### config.mk
export PLATFORM = sky130hd
export DESIGN_NAME = exchange_sort_engine_top_flat
export DESIGN_NICKNAME = d
export VERILOG_FILES = /design/src/rtl/esort_pkg.sv /design/src/rtl/esort_if.sv /design/src/rtl/exchange_sort_engine_top.sv /design/src/rtl/esort_dp.sv /design/src/rtl/esort_ctrl.sv /design/src/flat_wrapper.sv
export SDC_FILE = /design/constraint.sdc
export NUM_CORES = 1
export LEC_CHECK = 0
export CORE_ASPECT_RATIO = 1.4
export CORE_MARGIN = 8
export CORE_UTILIZATION = 23
export CTS_BUF_LIST = sky130_fd_sc_hd__clkbuf_8
export DETAILED_ROUTE_END_ITERATION = 10
export DONT_BUFFER_PORTS = 1
export PLACE_DENSITY = 0.37
export SYNTH_ARGS = -nofsm -noshare
export SYNTH_HDL_FRONTEND = slang
export SYNTH_SLANG_ARGS = --single-unit
### constraint.sdc
create_clock -name i_clk -period 6.85 [get_ports i_clk]
set_input_delay 0.3425 -clock i_clk [delete_from_list [all_inputs] [get_ports i_clk]]
set_output_delay 0.3425 -clock i_clk [all_outputs]
set_load 0.005 [all_outputs]
### src/rtl/esort_pkg.sv
// ----------------------------------------------------------------------------
// esort_pkg
// Shared types and constants of the exchange sort engine.
// ----------------------------------------------------------------------------
package esort_pkg;

    localparam int DATA_W        = 32;
    localparam int MAX_COUNT_DEF = 16;

    typedef enum logic [2:0] {
        ST_LOAD,
        ST_SORT_START,
        ST_OUTER_WAIT,
        ST_INNER,
        ST_OUTER_END,
        ST_EMIT_START,
        ST_EMIT_OUT
    } t_state;

    typedef struct packed {
        logic wr_in;
        logic wr_cur;
        logic step;
        logic rd_en;
        logic cur_ld;
    } t_dp_cmd;

endpackage

### src/rtl/esort_if.sv
// ----------------------------------------------------------------------------
// esort_in_if / esort_out_if
// Valid/ready channels carrying input elements and sorted results.
// ----------------------------------------------------------------------------
interface esort_in_if;
    logic                                valid;
    logic                                ready;
    logic signed [esort_pkg::DATA_W-1:0] value;
    logic                                last;

    modport source (output valid, output value, output last, input ready);
    modport sink   (input valid, input value, input last, output ready);
endinterface

interface esort_out_if;
    logic                                valid;
    logic                                ready;
    logic signed [esort_pkg::DATA_W-1:0] sorted_value;
    logic                                final_res;

    modport source (output valid, output sorted_value, output final_res, input ready);
    modport sink   (input valid, input sorted_value, input final_res, output ready);
endinterface

### src/rtl/exchange_sort_engine_top.sv
// ----------------------------------------------------------------------------
// exchange_sort_engine_top
// Collects a set of signed elements, sorts ascending, streams them back.
//
// Input channel i_in: one element per transaction; last closes the set.
// Elements beyond MAX_COUNT are dropped, but their last still closes the set.
// Output channel o_out: n transactions, smallest first, final_res on the last.
// Input is taken one element per cycle while loading; it is held off while
// sorting and emitting. Sorting n elements makes n*(n-1)/2 compare steps
// through the one read port and one write port of the element store.
// Emission follows through a start state that issues the first read and
// then runs one transaction per cycle, held by the registered read data
// while the receiver stalls. Synchronous reset returns the block to
// loading with an empty set; the store itself is not cleared.
// ----------------------------------------------------------------------------
module exchange_sort_engine_top #(
    parameter int MAX_COUNT = esort_pkg::MAX_COUNT_DEF
) (
    input  logic  i_clk,
    input  logic  i_rst_n,
    esort_in_if.sink    i_in,
    esort_out_if.source o_out
);

    localparam int IW = $clog2(MAX_COUNT);

    esort_pkg::t_dp_cmd                  w_cmd;
    logic [IW-1:0]                       w_wr_addr;
    logic [IW-1:0]                       w_rd_addr;
    logic signed [esort_pkg::DATA_W-1:0] w_rd_data;
    logic                                w_in_ready;
    logic                                w_out_valid;
    logic                                w_out_final;

    esort_ctrl #(
        .MAX_COUNT (MAX_COUNT)
    ) u_ctrl (
        .i_clk       (i_clk),
        .i_rst_n     (i_rst_n),
        .i_in_valid  (i_in.valid),
        .i_in_last   (i_in.last),
        .i_out_ready (o_out.ready),
        .o_in_ready  (w_in_ready),
        .o_out_valid (w_out_valid),
        .o_out_final (w_out_final),
        .o_cmd       (w_cmd),
        .o_wr_addr   (w_wr_addr),
        .o_rd_addr   (w_rd_addr)
    );

    esort_dp #(
        .MAX_COUNT (MAX_COUNT)
    ) u_dp (
        .i_clk      (i_clk),
        .i_cmd      (w_cmd),
        .i_wr_addr  (w_wr_addr),
        .i_rd_addr  (w_rd_addr),
        .i_in_value (i_in.value),
        .o_rd_data  (w_rd_data)
    );

    assign i_in.ready         = w_in_ready;
    assign o_out.valid        = w_out_valid;
    assign o_out.sorted_value = w_rd_data;
    assign o_out.final_res    = w_out_final;

endmodule

### src/rtl/esort_dp.sv
// ----------------------------------------------------------------------------
// esort_dp
// Element store, running minimum register and signed compare.
// ----------------------------------------------------------------------------
module esort_dp #(
    parameter int MAX_COUNT = esort_pkg::MAX_COUNT_DEF,
    localparam int IW = $clog2(MAX_COUNT)
) (
    input  logic                                i_clk,
    input  esort_pkg::t_dp_cmd                  i_cmd,
    input  logic [IW-1:0]                       i_wr_addr,
    input  logic [IW-1:0]                       i_rd_addr,
    input  logic signed [esort_pkg::DATA_W-1:0] i_in_value,
    output logic signed [esort_pkg::DATA_W-1:0] o_rd_data
);

    logic signed [esort_pkg::DATA_W-1:0] r_mem [MAX_COUNT];
    logic signed [esort_pkg::DATA_W-1:0] r_rd_data;
    logic signed [esort_pkg::DATA_W-1:0] r_cur;
    logic signed [esort_pkg::DATA_W-1:0] w_wr_data;
    logic                                w_wr_en;
    logic                                w_greater;
    logic                                w_swap;

    assign w_greater = r_cur > r_rd_data;
    assign w_swap    = i_cmd.step && w_greater;
    assign w_wr_en   = i_cmd.wr_in || i_cmd.wr_cur || w_swap;
    assign w_wr_data = i_cmd.wr_in ? i_in_value : r_cur;
    assign o_rd_data = r_rd_data;

    always_ff @(posedge i_clk) begin
        if (w_wr_en) begin
            r_mem[i_wr_addr] <= w_wr_data;
        end
        if (i_cmd.rd_en) begin
            r_rd_data <= r_mem[i_rd_addr];
        end
    end

    always_ff @(posedge i_clk) begin
        if (i_cmd.cur_ld || w_swap) begin
            r_cur <= r_rd_data;
        end
    end

endmodule

### src/rtl/esort_ctrl.sv
// ----------------------------------------------------------------------------
// esort_ctrl
// Sequencer for load, exchange sort and emit phases.
// ----------------------------------------------------------------------------
module esort_ctrl #(
    parameter int MAX_COUNT = esort_pkg::MAX_COUNT_DEF,
    localparam int IW = $clog2(MAX_COUNT),
    localparam int CW = $clog2(MAX_COUNT + 1)
) (
    input  logic               i_clk,
    input  logic               i_rst_n,
    input  logic               i_in_valid,
    input  logic               i_in_last,
    input  logic               i_out_ready,
    output logic               o_in_ready,
    output logic               o_out_valid,
    output logic               o_out_final,
    output esort_pkg::t_dp_cmd o_cmd,
    output logic [IW-1:0]      o_wr_addr,
    output logic [IW-1:0]      o_rd_addr
);

    esort_pkg::t_state r_state, n_state;
    logic [CW-1:0]     r_count, n_count;
    logic [IW-1:0]     r_i, n_i;
    logic [IW-1:0]     r_j, n_j;
    logic [IW-1:0]     r_k, n_k;
    logic [CW-1:0]     w_count_inc;
    logic              w_j_more;
    logic              w_i_more;
    logic              w_k_last;
    logic              w_not_full;

    assign w_not_full  = r_count < CW'(MAX_COUNT);
    assign w_count_inc = w_not_full ? r_count + CW'(1) : r_count;
    assign w_j_more    = (CW'(r_j) + CW'(1)) < r_count;
    assign w_i_more    = (CW'(r_i) + CW'(2)) < r_count;
    assign w_k_last    = (CW'(r_k) + CW'(1)) == r_count;

    always_comb begin
        n_state = r_state;
        n_count = r_count;
        n_i     = r_i;
        n_j     = r_j;
        n_k     = r_k;
        unique case (r_state)
            esort_pkg::ST_LOAD: begin
                if (i_in_valid) begin
                    n_count = w_count_inc;
                    if (i_in_last) begin
                        n_state = (w_count_inc >= CW'(2)) ? esort_pkg::ST_SORT_START
                                                          : esort_pkg::ST_EMIT_START;
                    end
                end
            end
            esort_pkg::ST_SORT_START: begin
                n_i     = '0;
                n_state = esort_pkg::ST_OUTER_WAIT;
            end
            esort_pkg::ST_OUTER_WAIT: begin
                n_j     = r_i + IW'(1);
                n_state = esort_pkg::ST_INNER;
            end
            esort_pkg::ST_INNER: begin
                if (w_j_more) begin
                    n_j = r_j + IW'(1);
                end else begin
                    n_state = esort_pkg::ST_OUTER_END;
                end
            end
            esort_pkg::ST_OUTER_END: begin
                if (w_i_more) begin
                    n_i     = r_i + IW'(1);
                    n_state = esort_pkg::ST_OUTER_WAIT;
                end else begin
                    n_state = esort_pkg::ST_EMIT_START;
                end
            end
            esort_pkg::ST_EMIT_START: begin
                n_k     = '0;
                n_state = esort_pkg::ST_EMIT_OUT;
            end
            esort_pkg::ST_EMIT_OUT: begin
                if (i_out_ready) begin
                    if (w_k_last) begin
                        n_count = '0;
                        n_state = esort_pkg::ST_LOAD;
                    end else begin
                        n_k = r_k + IW'(1);
                    end
                end
            end
            default: n_state = esort_pkg::ST_LOAD;
        endcase
    end

    always_comb begin
        o_in_ready  = 1'b0;
        o_out_valid = 1'b0;
        o_out_final = 1'b0;
        o_cmd       = '0;
        o_wr_addr   = '0;
        o_rd_addr   = '0;
        unique case (r_state)
            esort_pkg::ST_LOAD: begin
                o_in_ready   = 1'b1;
                o_cmd.wr_in  = i_in_valid && w_not_full;
                o_wr_addr    = r_count[IW-1:0];
            end
            esort_pkg::ST_SORT_START: begin
                o_cmd.rd_en = 1'b1;
            end
            esort_pkg::ST_OUTER_WAIT: begin
                o_cmd.cur_ld = 1'b1;
                o_cmd.rd_en  = 1'b1;
                o_rd_addr    = r_i + IW'(1);
            end
            esort_pkg::ST_INNER: begin
                o_cmd.step  = 1'b1;
                o_wr_addr   = r_j;
                o_cmd.rd_en = w_j_more;
                o_rd_addr   = r_j + IW'(1);
            end
            esort_pkg::ST_OUTER_END: begin
                o_cmd.wr_cur = 1'b1;
                o_wr_addr    = r_i;
                o_cmd.rd_en  = w_i_more;
                o_rd_addr    = r_i + IW'(1);
            end
            esort_pkg::ST_EMIT_START: begin
                o_cmd.rd_en = 1'b1;
            end
            esort_pkg::ST_EMIT_OUT: begin
                o_out_valid = 1'b1;
                o_out_final = w_k_last;
                o_cmd.rd_en = i_out_ready && !w_k_last;
                o_rd_addr   = r_k + IW'(1);
            end
            default: o_cmd = '0;
        endcase
    end

    always_ff @(posedge i_clk) begin
        if (!i_rst_n) begin
            r_state <= esort_pkg::ST_LOAD;
            r_count <= '0;
            r_i     <= '0;
            r_j     <= '0;
            r_k     <= '0;
        end else begin
            r_state <= n_state;
            r_count <= n_count;
            r_i     <= n_i;
            r_j     <= n_j;
            r_k     <= n_k;
        end
    end

endmodule

### src/flat_wrapper.sv
// flat-port wrapper written by rule: the top's interface ports become plain ports
module exchange_sort_engine_top_flat 
#(
    parameter int MAX_COUNT = esort_pkg::MAX_COUNT_DEF
)
  (i_clk, i_rst_n, i_in_valid, i_in_value, i_in_last, i_in_ready, o_out_valid, o_out_sorted_value, o_out_final_res, o_out_ready);
  esort_in_if i_in_i ();
  esort_out_if o_out_i ();
  input  logic i_clk;
  input  logic i_rst_n;
  input wire logic [$bits(i_in_i.valid)-1:0] i_in_valid;
  input wire logic [$bits(i_in_i.value)-1:0] i_in_value;
  input wire logic [$bits(i_in_i.last)-1:0] i_in_last;
  output wire logic [$bits(i_in_i.ready)-1:0] i_in_ready;
  output wire logic [$bits(o_out_i.valid)-1:0] o_out_valid;
  output wire logic [$bits(o_out_i.sorted_value)-1:0] o_out_sorted_value;
  output wire logic [$bits(o_out_i.final_res)-1:0] o_out_final_res;
  input wire logic [$bits(o_out_i.ready)-1:0] o_out_ready;
  assign i_in_i.valid = i_in_valid;
  assign i_in_i.value = i_in_value;
  assign i_in_i.last = i_in_last;
  assign i_in_ready = i_in_i.ready;
  assign o_out_valid = o_out_i.valid;
  assign o_out_sorted_value = o_out_i.sorted_value;
  assign o_out_final_res = o_out_i.final_res;
  assign o_out_i.ready = o_out_ready;
  exchange_sort_engine_top #(.MAX_COUNT(MAX_COUNT)) u_core (.i_clk(i_clk), .i_rst_n(i_rst_n), .i_in(i_in_i), .o_out(o_out_i));
endmodule
Word-level counts from Yosys, hierarchy flattened

Memory sizes are Yosys's and may differ from the RTL's. A register that Yosys moved wholly into a read port is not among the register bits.
Cells that the tools add are included.

Shift-type cells: 0
Add/sub/neg operators: 7
Multiplexer cells: 33
Reductions and logical operators: 19
Order comparisons: 5
Div/mod/pow operators: 0
$mul: 0
Equal/unequal tests: 15
Bitwise gates (word level): 0

Operator list:

| cell                                                                  | count |
|---|---|
| 32-bit > comparator                                                   | 1 |
| 32-bit two-way mux                                                    | 1 |
| 4-bit one-hot mux with 2 select lines                                 | 3 |
| 4-bit one-hot mux with 3 select lines                                 | 2 |
| 3-bit two-way mux                                                     | 7 |
| 3-bit one-hot mux with 7 select lines                                 | 1 |
| 5-bit two-way mux                                                     | 4 |
| 4-bit two-way mux                                                     | 4 |
| 2-bit != test, second input constant                                  | 8 |
| 4-bit by 1-bit adder with 4-bit output, second input constant         | 3 |
| 4-bit by 1-bit adder with 5-bit output, second input constant         | 2 |
| 5-bit < comparator                                                    | 2 |
| 5-bit one-hot mux with 2 select lines                                 | 1 |
| 3-bit == test, second input constant                                  | 3 |
| 1-bit two-way mux                                                     | 9 |
| 2-bit nonzero test                                                    | 4 |
| 3-bit by 2-bit == test with 1-bit output, second input constant       | 2 |
| 4-bit by 2-bit adder with 5-bit output, second input constant         | 1 |
| 5-bit by 1-bit adder with 5-bit output, second input constant         | 1 |
| 5-bit == test                                                         | 1 |
| 5-bit by 2-bit >= comparator with 1-bit output, second input constant | 1 |
| 5-bit < comparator, second input constant                             | 1 |
| 5-bit AND reduction                                                   | 1 |
| 1-bit one-hot mux with 4 select lines                                 | 1 |
| 10 further kinds                                                      | 15 |

RAM bits: 512
Bits in read-only memories: 0
Memories kept: 1
Output and inout bits: 35
Latch bits: 0
Input bits: 37
Register bits: 52
Word-level logic and storage cells: 86

Memory list:

| name              | words | bits a word | read ports | clocked after Yosys merged registers in | wr ports | RTL line       | text |
|---|---|---|---|---|---|---|---|
| u_core.u_dp.r_mem | 16    | 32          | 1          | 1                                       | 1        | esort_dp.sv:17 | `logic signed [esort_pkg::DATA_W-1:0] r_mem [MAX_COUNT];` |

Depth between registers and ports, before layout

Gate-level depths: netlist of the first run.

Word-level depth: 7
Gate-level depth with buffers: 10
Gate-level depth less buffers: 9

By module

From an unflattened synthesis of the first run, not the netlist that was laid out.

Cells, all modules: 1203
Area total of the unflattened synthesis: 24437.2 µm²

By module, submodules not included:

| module     | area each (µm²) | sequential area each (µm²) | times used | cells each |
|---|---|---|---|---|
| esort_dp   | 22666.7         | 17296.6                    | 1          | 971 |
| esort_ctrl | 1770.4          | 400.4                      | 1          | 232 |

Worst setup path after synthesis of the first run

Ideal clock, no wire load.

Path kind: register to register
Start point: register u_core.u_dp.r_rd_data, in the netlist u_core.u_dp.o_rd_data[14] (read register of u_core.u_dp.r_mem)
End point: memory u_core.u_dp.r_mem[14][0] (netlist bit) (enable)
Buffers on the path: 0
Path slack: 1.601 ns
Arrival time: 4.747 ns
Clock period less this slack: 5.249 ns
Data required time: 6.348 ns
Library setup time: 0.502 ns
Stages on the path, launching flop included: 10
Cells stage by stage: edfxtp_1 -> inv_1 -> ha_1 -> nand4_1 -> or3_1 -> a21oi_1 -> o41ai_1 -> nor2_1 -> nor3_2 -> nor4_1

Longest elaborated chain between the ends: 5

RTL lines:

| what                                    | RTL line       | text |
|---|---|---|
| start, declared                         | esort_dp.sv:18 | `logic signed [esort_pkg::DATA_W-1:0] r_rd_data;` |
| 32-bit > comparator                     | esort_dp.sv:25 | `assign w_greater = r_cur > r_rd_data;` |
| 1-bit logical AND                       | esort_dp.sv:26 | `assign w_swap = i_cmd.step && w_greater;` |
| 1-bit logical OR                        | esort_dp.sv:27 | `assign w_wr_en = i_cmd.wr_in \|\| i_cmd.wr_cur \|\| w_swap;` |
| 1-bit two-way mux                       | esort_dp.sv:32 | `if (w_wr_en) begin` |
| 1-bit two-way mux (not written as such) | esort_dp.sv:33 | `r_mem[i_wr_addr] <= w_wr_data;` |
| end, declared                           | esort_dp.sv:17 |  |

No other way between the ends.

Worst setup path in the final report of the first run

Start point: register u_core.u_dp.r_rd_data, in the netlist u_core.u_dp.o_rd_data[31] (read register of u_core.u_dp.r_mem)
End point: memory u_core.u_dp.r_mem[9][30] (netlist bit) (enable)

Same word-level chain as after synthesis.

==> run_results.csv, run 1 <==
group,metric,value,unit
run_status,outcome,"completed",
global_route,grt_pass1_wl,99470,um
die,placeableCoreArea,0.1101,mm2
power_and_ir_drop,ir_worst_vdd,0.3719,mV
yosys,synth_area_leaders,"edfxtp_1 68%, mux2i_1 19%, ha_1 2.2%",
die,die_w,297.6,um
power_and_ir_drop,p_per_area,405.9,mW/mm2
yosys,yosysTopAreaCell,"edfxtp_1",
yosys,synth_seq_area_share,0.6930,
route,drt-pass1-iter-count,7,
yosys,synth_warnings,0,
worst_setup_path,crit_type,"flip-flop to flip-flop",
yosys,syn_inst,1547,
yosys,yosysUniqueCellTypes,55,
route,drt_iter0_markers,818,
global_route,grt_pass1_vias,13990,
route,vias_per_cell,4.181,
clocking,postCtsSetupBuffers,0,
yosys,synth_ff_type,"edfxtp_1",
finish,final_common_cell,"edfxtp_1",
power_and_ir_drop,leakagePower,11.13,nW
route,vias,13250,
clocking,numCtsBuffers,102,
timing,hold_ws,0.09965,ns
timing,finalCriticalPeriod,5.007,ns
worst_setup_path,critPathLaunchType,"flip-flop",
timing,max_freq,199.7,MHz
timing,tightestPinTransition,1.221,ns
clocking,clockRootBuffer,"clkbuf_8",
yosys,async_flop_share,0,
worst_setup_path,crit_fanout,24,
yosys,syn_avg_cell_area,16.51,um2
finish,final_cell_mix,"576 x edfxtp_1, 481 x mux2i_1, 103 x clkbuf_8, 74 x inv_1, 48 x nand2_1",
die,start_util,0.2320,
clocking,clk_pin_slew_worst_paths,0.06,ns
yosys,syn_nets,1629,
clocking,clk_latency,0.74,ns
route,ant_nets,0,
worst_setup_path,endpoint_kind,"flip-flop",
global_route,grt_usage,0.1103,
clocking,clkSinkCount,596,
yosys,syn-cell-area,0.02554,mm2
finish,num-fill-cells,11090,
min_path,hp-class,"input port to flip-flop",
timing,period_share,0.7309,
global_route,grt_antenna_before_repair,3,
timing,setup-violations-final,0,
timing,hold_violations,0,
worst_setup_path,required,7.19,ns
placement,hpwl,40380,um
die,die_height,410.3,um
yosys,synth-edff-count,576,
clocking,cts_tree,"done",
worst_setup_path,cp.arrival,5.35,ns
finish,nNetsFinal,1709,
timing,slew_viol_final,0,
timing,rsz0062_at_grt,"no",
die,die_area,0.1221,mm2
clocking,cts_max_path_buffers,3,
route,wl_per_cell,21.66,um
finish,syn2layout_area_growth,15.54,%
timing,skew,0.03609,ns
placement,port_buffers,0,
yosys,ys_seq_elements,596,
die,io_pins,72,
route,finalWirelength,68630,um
timing,tns,0,ns
yosys,synth_top_cell_area_share,0.6773,
die,num_rows,144,
placement,place_congestion,0.7397,
route,drc,0,
clocking,htreeDepth,3,
global_route,grt_overflow_total,0,
global_route,grt_start_max_net_pins,106,
timing,maxSlewHeadroom,0.1787,
finish,drive_above_1_share,0.1266,
flow_run,maxCapViolCount,0,
[worst max-delay path, stage by stage (launching register included)]
cell      delay (ns)
edfxtp_1        0.43
inv_1           0.07
ha_1            0.41
nand4_1         0.32
nor4_1          1.10
o41ai_1         0.50
a21oi_1         0.27
o21ai_1         0.22
a211oi_4        0.70
buf_4           0.55
[synthesized netlist by cell type (3+ instances only)]
cell and number:
o22ai_1 4, nor2_1 41, inv_1 42, o211ai_1 3, a21o_1 5, nand2_1 49, nor3_1 8, o21a_1 7
edfxtp_1 576, clkbuf_1 5, buf_2 44, a22oi_1 6, a21oi_1 39, dfxtp_1 20, o21ai_0 14, mux2_2 32
o21ai_1 11, xnor2_1 6, and3_1 4, nor4_1 4, nand3_1 19, ha_1 45, buf_4 18, a31oi_1 4
mux2i_1 481, nor2b_1 3, and2_1 5, nand2b_1 5, nand4_1 11, xor2_1 4
[through the flow]
step / instances / power, W / util / worst slack (ns) / instance area (um2)
after global placement: 2968 / 0.009057 / 0.2491 / 1.702 / 27430
final: 3168 / 0.01197 / 0.2680 / 1.843 / 29500
after floorplan: 1547 / 0.007700 / - / 1.601 / 25540
after detailed placement: 2968 / 0.009083 / 0.2491 / 1.664 / 27430
after CTS: 3166 / 0.01230 / 0.2680 / 1.609 / 29500
after global routing: 3167 / 0.01271 / 0.2680 / 1.621 / 29500
[per-layer routing]
| layer | vias to the layer above | GRT usage | routed length [um] |
|---|---|---|---|
| met3 | 115 | 0.01969 | 2384 |
| met4 | 0 | 0.04177 | 1851 |
| met2 | 238 | 0.1931 | 34510 |
| met1 | 6711 | 0.1343 | 29880 |
| li1 | 6181 | - | - |
| met5 | - | 0 | 0 |
[final timing paths]
check                                         to  depth (start not counted)  slack, ns                                start
max           u_core.u_dp.r_mem[9][30]$_DFFE_PP_                          9       1.84  u_core.u_dp.o_rd_data[31]$_DFFE_PP_
min          u_core.u_dp.r_mem[15][11]$_DFFE_PP_                          1        0.1                       i_in_value[11]
max reg2reg   u_core.u_dp.r_mem[9][30]$_DFFE_PP_                          9       1.84  u_core.u_dp.o_rd_data[31]$_DFFE_PP_
min reg2reg    u_core.u_ctrl.r_k[1]$_SDFFE_PN0P_                          2       0.47    u_core.u_ctrl.r_k[1]$_SDFFE_PN0P_
[sequential cells by signal, indices dropped and copies added, names as in the netlist]
register / flops
u_core.u_ctrl.r_k: 4
u_core.u_ctrl.r_count: 5
u_core.u_dp.r_mem: 512
u_core.u_ctrl.r_i: 4
u_core.u_dp.o_rd_data: 32
u_core.u_ctrl.r_state: 3
u_core.u_dp.r_cur: 32
u_core.u_ctrl.r_j: 4
[power breakdown]
group | internal (W) | switching (W)
registers | 0.00491 | 0.000255
logic | 0.00132 | 0.00238
clock network | 0.00162 | 0.00148
[final cells by class]
cell class	instances	area [um2]	share of cell area
repair buffers	46	432.9	0.01467
diodes	2	5.005	0.0001696
clock inverters	80	504.2	0.01709
clock buffers	103	1418	0.04805
well taps	1460	1827	0.06192
inverters	43	161.4	0.005471
multi-input cells	838	7458	0.2528
flip-flops and latches	596	17700	0.5998
[repair_timing]
item | CTS | global route
hold buffers | 15 | 0
hold endpoints to repair | 129 | 0
gates resized for setup | 0 | 0
[kinds of logic after synthesis]
kind of cell             count (synthesis)  synth area share
AND/OR/NAND/NOR                        162           0.03102
adder cells (fa/ha/maj)                 45           0.02205
flip-flops                             596            0.6930
multiplexers                           514            0.2031
AO/OA/AOI/OAI                          106           0.02504
buffers and inverters                  113           0.02171
XOR/XNOR                                11          0.004067
Power figures use the tool's default switching activity.
==> run 2: changes to the inputs <==
==> constraint.sdc (replaced) <==
create_clock -name i_clk -period 4.7 [get_ports i_clk]
set_input_delay 0.235 -clock i_clk [delete_from_list [all_inputs] [get_ports i_clk]]
set_output_delay 0.235 -clock i_clk [all_outputs]
set_load 0.005 [all_outputs]
==> run 2 against run 1 <==
  * Sequential share of layout area is 0.53 points lower
  * Register-to-register slack worse by 1.2 ns
  * Wire length rose by 5.4%
  * Sequential power increased by 46%
  * First-iteration DRC count is 11% lower
  * Design area up 0.89%
  * Die area unchanged
  * Combinational power increased by 50%
  * Critical path type unchanged
  * Largest power group unchanged
  * Highest routed layer unchanged
==> run_results.csv, run 2 (synthesis results as in run 1) <==
group,metric,value,unit
worst_setup_path,reg2reg_slack,0.61,ns
timing,period_share,0.8701,
timing,maxSlewHeadroom,0.3783,
worst_setup_path,crit_fanout,19,
clocking,cts_max_path_buffers,3,
die,start_util,0.2320,
worst_setup_path,cp.arrival,4.49,ns
min_path,whs_path_depth,1,
finish,final_common_cell,"edfxtp_1",
worst_setup_path,path_buf_inv,4,
route,drt_iter0_markers,725,
finish,syn2layout_area_growth,16.56,%
finish,drive_above_1_share,0.1329,
min_path,min_to,"u_core.u_dp.r_mem[3][25]$_DFFE_PP_",
run_status,outcome,"completed",
die,io_pins,72,
clocking,clk_latency,0.75,ns
route,drc,0,
finish,final_cell_mix,"576 x edfxtp_1, 481 x mux2i_1, 104 x clkbuf_8, 78 x inv_1, 48 x nand2_1",
route,finalWirelength,72330,um
timing,setup-violations-final,0,
timing,tightestPinTransition,0.9326,ns
power_and_ir_drop,p_per_area,583.2,mW/mm2
worst_setup_path,required,5.10,ns
timing,tns,0,ns
worst_setup_path,crit_family,"simple AND/OR/NAND/NOR gates",
clocking,clk_pin_slew_worst_paths,0.06,ns
die,placeableCoreArea,0.1101,mm2
finish,largest_reg_flops,512,
clocking,cts_tree,"done",
clocking,postCtsSetupBuffers,0,
die,die_w,297.6,um
die,die_area,0.1221,mm2
placement,port_buffers,0,
global_route,grt_pass1_vias,14300,
clocking,numCtsBuffers,103,
finish,nNetsFinal,1745,
route,vias,13470,
timing,max_freq,244.5,MHz
route,wl_per_cell,22.55,um
die,num_rows,144,
global_route,grt_start_max_net_pins,108,
route,drt-pass1-iter-count,5,
global_route,grt_antenna_before_repair,4,
timing,slew_viol_final,0,
power_and_ir_drop,ir_worst_vdd,0.4086,mV
worst_setup_path,cpMaxStageDelayCell,"nor2_4",
min_path,hold_start,"i_in_value[25]",
global_route,grt_overflow_total,0,
flow_run,maxCapViolCount,0,
clocking,clockRootBuffer,"clkbuf_8",
power_and_ir_drop,leakagePower,11.27,nW
worst_setup_path,endpoint_kind,"flip-flop",
worst_setup_path,rr_endpoint,"u_core.u_dp.r_mem[8][10]$_DFFE_PP_",
placement,hpwl,44540,um
global_route,grt_usage,0.1161,
route,vias_per_cell,4.197,
global_route,grt_pass1_wl,103800,um
clocking,htreeDepth,3,
timing,hold_violations,0,
worst_setup_path,r2r_start,"u_core.u_dp.o_rd_data[15]$_DFFE_PP_",
timing,rsz0062_at_grt,"no",
worst_setup_path,critical_path.cell_chain,"inv_1 -> ha_1 -> nand4_1 -> or3_1 -> a21oi_1 -> o41ai_1 -> buf_4 -> nor2_1 -> nor3_2 -> buf_4 -> nor2_4 -> buf_4",
worst_setup_path,cpMostUsedCell,"buf_4",
timing,skew,0.03832,ns
route,ant_nets,0,
worst_setup_path,reg2reg_depth,12,
die,die_height,410.3,um
timing,hold_ws,0.08556,ns
finish,top_register,"u_core.u_dp.r_mem",
worst_setup_path,critPathLaunchType,"flip-flop",
worst_setup_path,max_stage_delay,0.68,ns
min_path,hp-class,"input port to flip-flop",
clocking,clkSinkCount,596,
worst_setup_path,crit_type,"flip-flop to flip-flop",
placement,place_congestion,0.7785,
timing,finalCriticalPeriod,4.089,ns
==> run 2: cell types whose count changed in the layout (fill, tap and decap cells not counted), moves of 2 or more <==
cell           change
buf_4             +12
clkinv_2           +4
bufinv_16          -5
inv_8              -3
inv_1              +4
clkinvlp_4         +2
dlygate4sd3_1     +19
buf_12             +4
==> run 2: power by group <==
part           leakage (nW)  internal, W  switching (W)  total [W]
Sequential             5.38      0.00715       0.000383    0.00753
Combinational          4.84      0.00199        0.00355    0.00554
Clock                  1.06      0.00211        0.00218    0.00429
==> run 2: what timing repair did <==
action | in CTS | in global routing
gates resized for setup | 0 | 0
hold endpoints to repair | 444 | 0
hold buffers | 34 | 0
==> run 2: routing by layer <==
layer,vias up,global-route usage,share of wire
met1,6837,0.1396,0.43
met4,0,0.03816,0.022
met3,108,0.02306,0.041
met2,268,0.2065,0.51
li1,6252,-,-
met5,-,0,0
==> run 2: how the worst max path moves through the flow <==
stage	from	endpoint	cells after the start	slack [ns]
2_1_floorplan	u_core.u_ctrl.r_i[2]$_SDFFE_PN0P_	u_core.u_dp.o_rd_data[0]$_DFFE_PP_	6	0.62
3_3_place_gp	u_core.u_dp.o_rd_data[15]$_DFFE_PP_	u_core.u_dp.r_mem[8][9]$_DFFE_PP_	12	0.48
3_5_place_dp	u_core.u_dp.o_rd_data[15]$_DFFE_PP_	u_core.u_dp.r_mem[8][8]$_DFFE_PP_	12	0.50
4_1_cts	u_core.u_dp.o_rd_data[15]$_DFFE_PP_	u_core.u_dp.r_mem[8][10]$_DFFE_PP_	12	0.45
5_1_grt	u_core.u_dp.o_rd_data[15]$_DFFE_PP_	u_core.u_dp.r_mem[8][7]$_DFFE_PP_	12	0.36
6_report	u_core.u_dp.o_rd_data[15]$_DFFE_PP_	u_core.u_dp.r_mem[8][10]$_DFFE_PP_	12	0.61
==> run 2: worst reg2reg max path, cell delays in order (launching register included) <==
cell and delay, ns:
edfxtp_1 0.39, inv_1 0.07, ha_1 0.31, nand4_1 0.40, or3_1 0.55, a21oi_1 0.24, o41ai_1 0.12, buf_4 0.16
nor2_1 0.15, nor3_2 0.06, buf_4 0.20, nor2_4 0.68, buf_4 0.42
==> run 2: layout make-up <==
class	count	area [um2]
multi-input combinational	838	7467
tap	1460	1827
inverter	43	161.4
timing repair buffer	81	793.3
fill	11120	80320
clock inverter	84	382.9
sequential	596	17700
antenna	2	5.005
clock buffer	104	1431
==> run 2: metrics by stage <==
stage | area (um2) | setup slack, ns | instances | util | power [W]
5_1_grt | 29760 | 0.3584 | 3207 | 0.2704 | 0.01842
2_1_floorplan | 25550 | 0.6181 | 1547 | - | 0.01123
4_1_cts | 29760 | 0.4524 | 3206 | 0.2703 | 0.01781
6_report | 29760 | 0.6106 | 3208 | 0.2704 | 0.01736
3_5_place_dp | 27610 | 0.4977 | 2984 | 0.2508 | 0.01337
3_3_place_gp | 27610 | 0.4822 | 2984 | 0.2508 | 0.01337
==> run 3: changes to the inputs <==
--- a/config.mk
+++ b/config.mk
@@ -8,7 +8,6 @@
 export CORE_ASPECT_RATIO = 1.4
 export CORE_MARGIN = 8
 export CORE_UTILIZATION = 23
-export CTS_BUF_LIST = sky130_fd_sc_hd__clkbuf_8
 export DETAILED_ROUTE_END_ITERATION = 10
 export DONT_BUFFER_PORTS = 1
 export PLACE_DENSITY = 0.37
==> run 3 against run 2 <==
  * Non-clock buffer count is 28 lower
  * Cell count is 3.0% lower
  * Register-to-register slack better by 0.03 ns
  * Sequential power hardly changed
  * Highest routed layer is now met5
==> run_results.csv, run 3 (synthesis results as in run 1) <==
group,metric,value,unit
finish,num-fill-cells,11040,
power_and_ir_drop,ir_worst_vdd,0.3202,mV
clocking,cts_max_path_buffers,3,
finish,nNetsFinal,1684,
clocking,htreeDepth,3,
min_path,hp-class,"input port to flip-flop",
timing,finalCriticalPeriod,4.062,ns
worst_setup_path,cpMostUsedCell,"buf_4",
route,drt_iter0_markers,777,
route,wl_per_cell,23.09,um
route,finalWirelength,71840,um
finish,multi_input_area,0.007467,mm2
finish,drive_above_1_share,0.1205,
route,drc,0,
worst_setup_path,path_buf_inv,4,
finish,largest_reg_flops,512,
worst_setup_path,required,5.00,ns
placement,post_dp_cell_area,0.02761,mm2
finish,top_register,"u_core.u_dp.r_mem",
power_and_ir_drop,leakagePower,11.15,nW
worst_setup_path,crit_family,"simple AND/OR/NAND/NOR gates",
worst_setup_path,critPathLaunchType,"flip-flop",
die,io_pins,72,
global_route,grt_antenna_before_repair,7,
finish,syn2layout_area_growth,16.85,%
route,top_layer,"met5",
route,wl_met3,3004,um
finish,final_cell_mix,"576 x edfxtp_1, 481 x mux2i_1, 72 x clkbuf_16, 48 x nand2_1, 45 x ha_1",
run_status,outcome,"completed",
placement,place_congestion,0.7785,
timing,slew_viol_final,0,
clocking,numCtsBuffers,70,
global_route,grt_pass1_vias,13870,
clocking,clk_latency,0.63,ns
finish,post-route-util,0.2710,
route,ant_nets,0,
die,die_height,410.3,um
route,routed-wl-met2,36810,um
worst_setup_path,crit_type,"flip-flop to flip-flop",
placement,hpwl,44540,um
die,placeableCoreArea,0.1101,mm2
global_route,grt_start_max_net_pins,108,
route,drt-pass1-iter-count,5,
clocking,clkSinkCount,596,
timing,rsz0062_at_grt,"no",
timing,tns,0,ns
global_route,grt_overflow_total,0,
timing,setup-violations-final,0,
worst_setup_path,cp.arrival,4.36,ns
flow_run,maxCapViolCount,0,
clocking,clockRootBuffer,"clkbuf_16",
timing,period_share,0.8642,
die,die_w,297.6,um
timing,tightestPinTransition,0.9411,ns
route,vias_per_cell,4.217,
finish,seq_area,0.01770,mm2
worst_setup_path,cpMaxStageDelayCell,"nor2_4",
timing,maxSlewHeadroom,0.3726,
route,vias,13120,
worst_setup_path,critical_path.cell_chain,"inv_1 -> ha_1 -> nand4_1 -> or3_1 -> a21oi_1 -> o41ai_1 -> buf_4 -> nor2_1 -> nor3_2 -> buf_4 -> nor2_4 -> buf_4",
placement,port_buffers,0,
power_and_ir_drop,p_per_area,614.1,mW/mm2
worst_setup_path,crit_fanout,19,
route,drt-met1-wl,30690,um
global_route,grt_pass1_wl,103100,um
clocking,cts_tree,"done",
die,num_rows,144,
finish,final_common_cell,"edfxtp_1",
die,start_util,0.2320,
die,die_area,0.1221,mm2
timing,skew,0.02967,ns
worst_setup_path,endpoint_kind,"flip-flop",
finish,fin_area,0.02984,mm2
timing,hold_violations,0,
clocking,clk_pin_slew_worst_paths,0.06,ns
global_route,grt_usage,0.1156,
worst_setup_path,max_stage_delay,0.68,ns
clocking,postCtsSetupBuffers,0,
timing,max_freq,246.2,MHz
finish,antennaDiodeCount,0,
-- run 3: cell types whose count changed in the layout (fill, tap and decap cells not counted), sizes merged --
cell	delta
bufinv	+4
clkbuf	-24
clkinv	-12
clkinvlp	-1
diode	-2
dlygate4sd3	-28
inv	-34
-- run 3: final timing paths --
kind | from | to | slack, ns | cells past startpoint
worst max-delay path | u_core.u_dp.o_rd_data[15]$_DFFE_PP_ | u_core.u_dp.r_mem[8][10]$_DFFE_PP_ | 0.64 | 12
worst min-delay path | i_in_value[21] | u_core.u_dp.r_mem[0][21]$_DFFE_PP_ | 0.09 | 1
worst max register to register | u_core.u_dp.o_rd_data[15]$_DFFE_PP_ | u_core.u_dp.r_mem[8][10]$_DFFE_PP_ | 0.64 | 12
worst min register to register | u_core.u_ctrl.r_k[1]$_SDFFE_PN0P_ | u_core.u_ctrl.r_k[1]$_SDFFE_PN0P_ | 0.47 | 2
-- run 3: repair_timing --
action	CTS	global route
hold buffers	6	0
setup endpoints to repair	0	0
gates resized for setup	0	0
endpoints found under the hold margin	17	0
-- run 3: per-stage QoR --
step | setup slack, ns | hold WS, ns | instances | total power (W)
2_1_floorplan | 0.6181 | 0.3362 | 1547 | 0.01123
6_report | 0.6381 | 0.08822 | 3111 | 0.01832
3_5_place_dp | 0.4977 | 0.3519 | 2984 | 0.01337
5_1_grt | 0.3437 | 0.06379 | 3111 | 0.01934
3_3_place_gp | 0.4822 | 0.3403 | 2984 | 0.01337
4_1_cts | 0.4507 | 0.01816 | 3111 | 0.01874
-- run 3: cell type report --
| type | instances | area share |
|---|---|---|
| tap | 1460 | 0.06122 |
| timing repair buffer | 53 | 0.01719 |
| multi-input combinational | 838 | 0.2503 |
| sequential | 596 | 0.5931 |
| clock inverter | 41 | 0.01141 |
| clock buffer | 80 | 0.06139 |
| inverter | 43 | 0.005409 |
-- run 3: where the power goes --
| part | leakage, nW | internal [W] | total, W | switching, W |
|---|---|---|---|---|
| logic | 4.72 | 0.00198 | 0.00552 | 0.00354 |
| registers | 5.38 | 0.00715 | 0.00754 | 0.000385 |
| clock network | 1.05 | 0.00306 | 0.00527 | 0.00221 |
-- run 3: layer usage --
metal / GRT usage / vias up
met5: 0 / -
met4: 0.03347 / 6
met1: 0.1400 / 6673
met2: 0.2069 / 242
li1: - / 6110
met3: 0.02238 / 88
-- run 3: worst reg2reg max path, stage by stage (launching register included) --
cell and delay, ns:
edfxtp_1 0.39, inv_1 0.07, ha_1 0.31, nand4_1 0.40, or3_1 0.56, a21oi_1 0.23, o41ai_1 0.11, buf_4 0.16
nor2_1 0.13, nor3_2 0.06, buf_4 0.20, nor2_4 0.68, buf_4 0.42
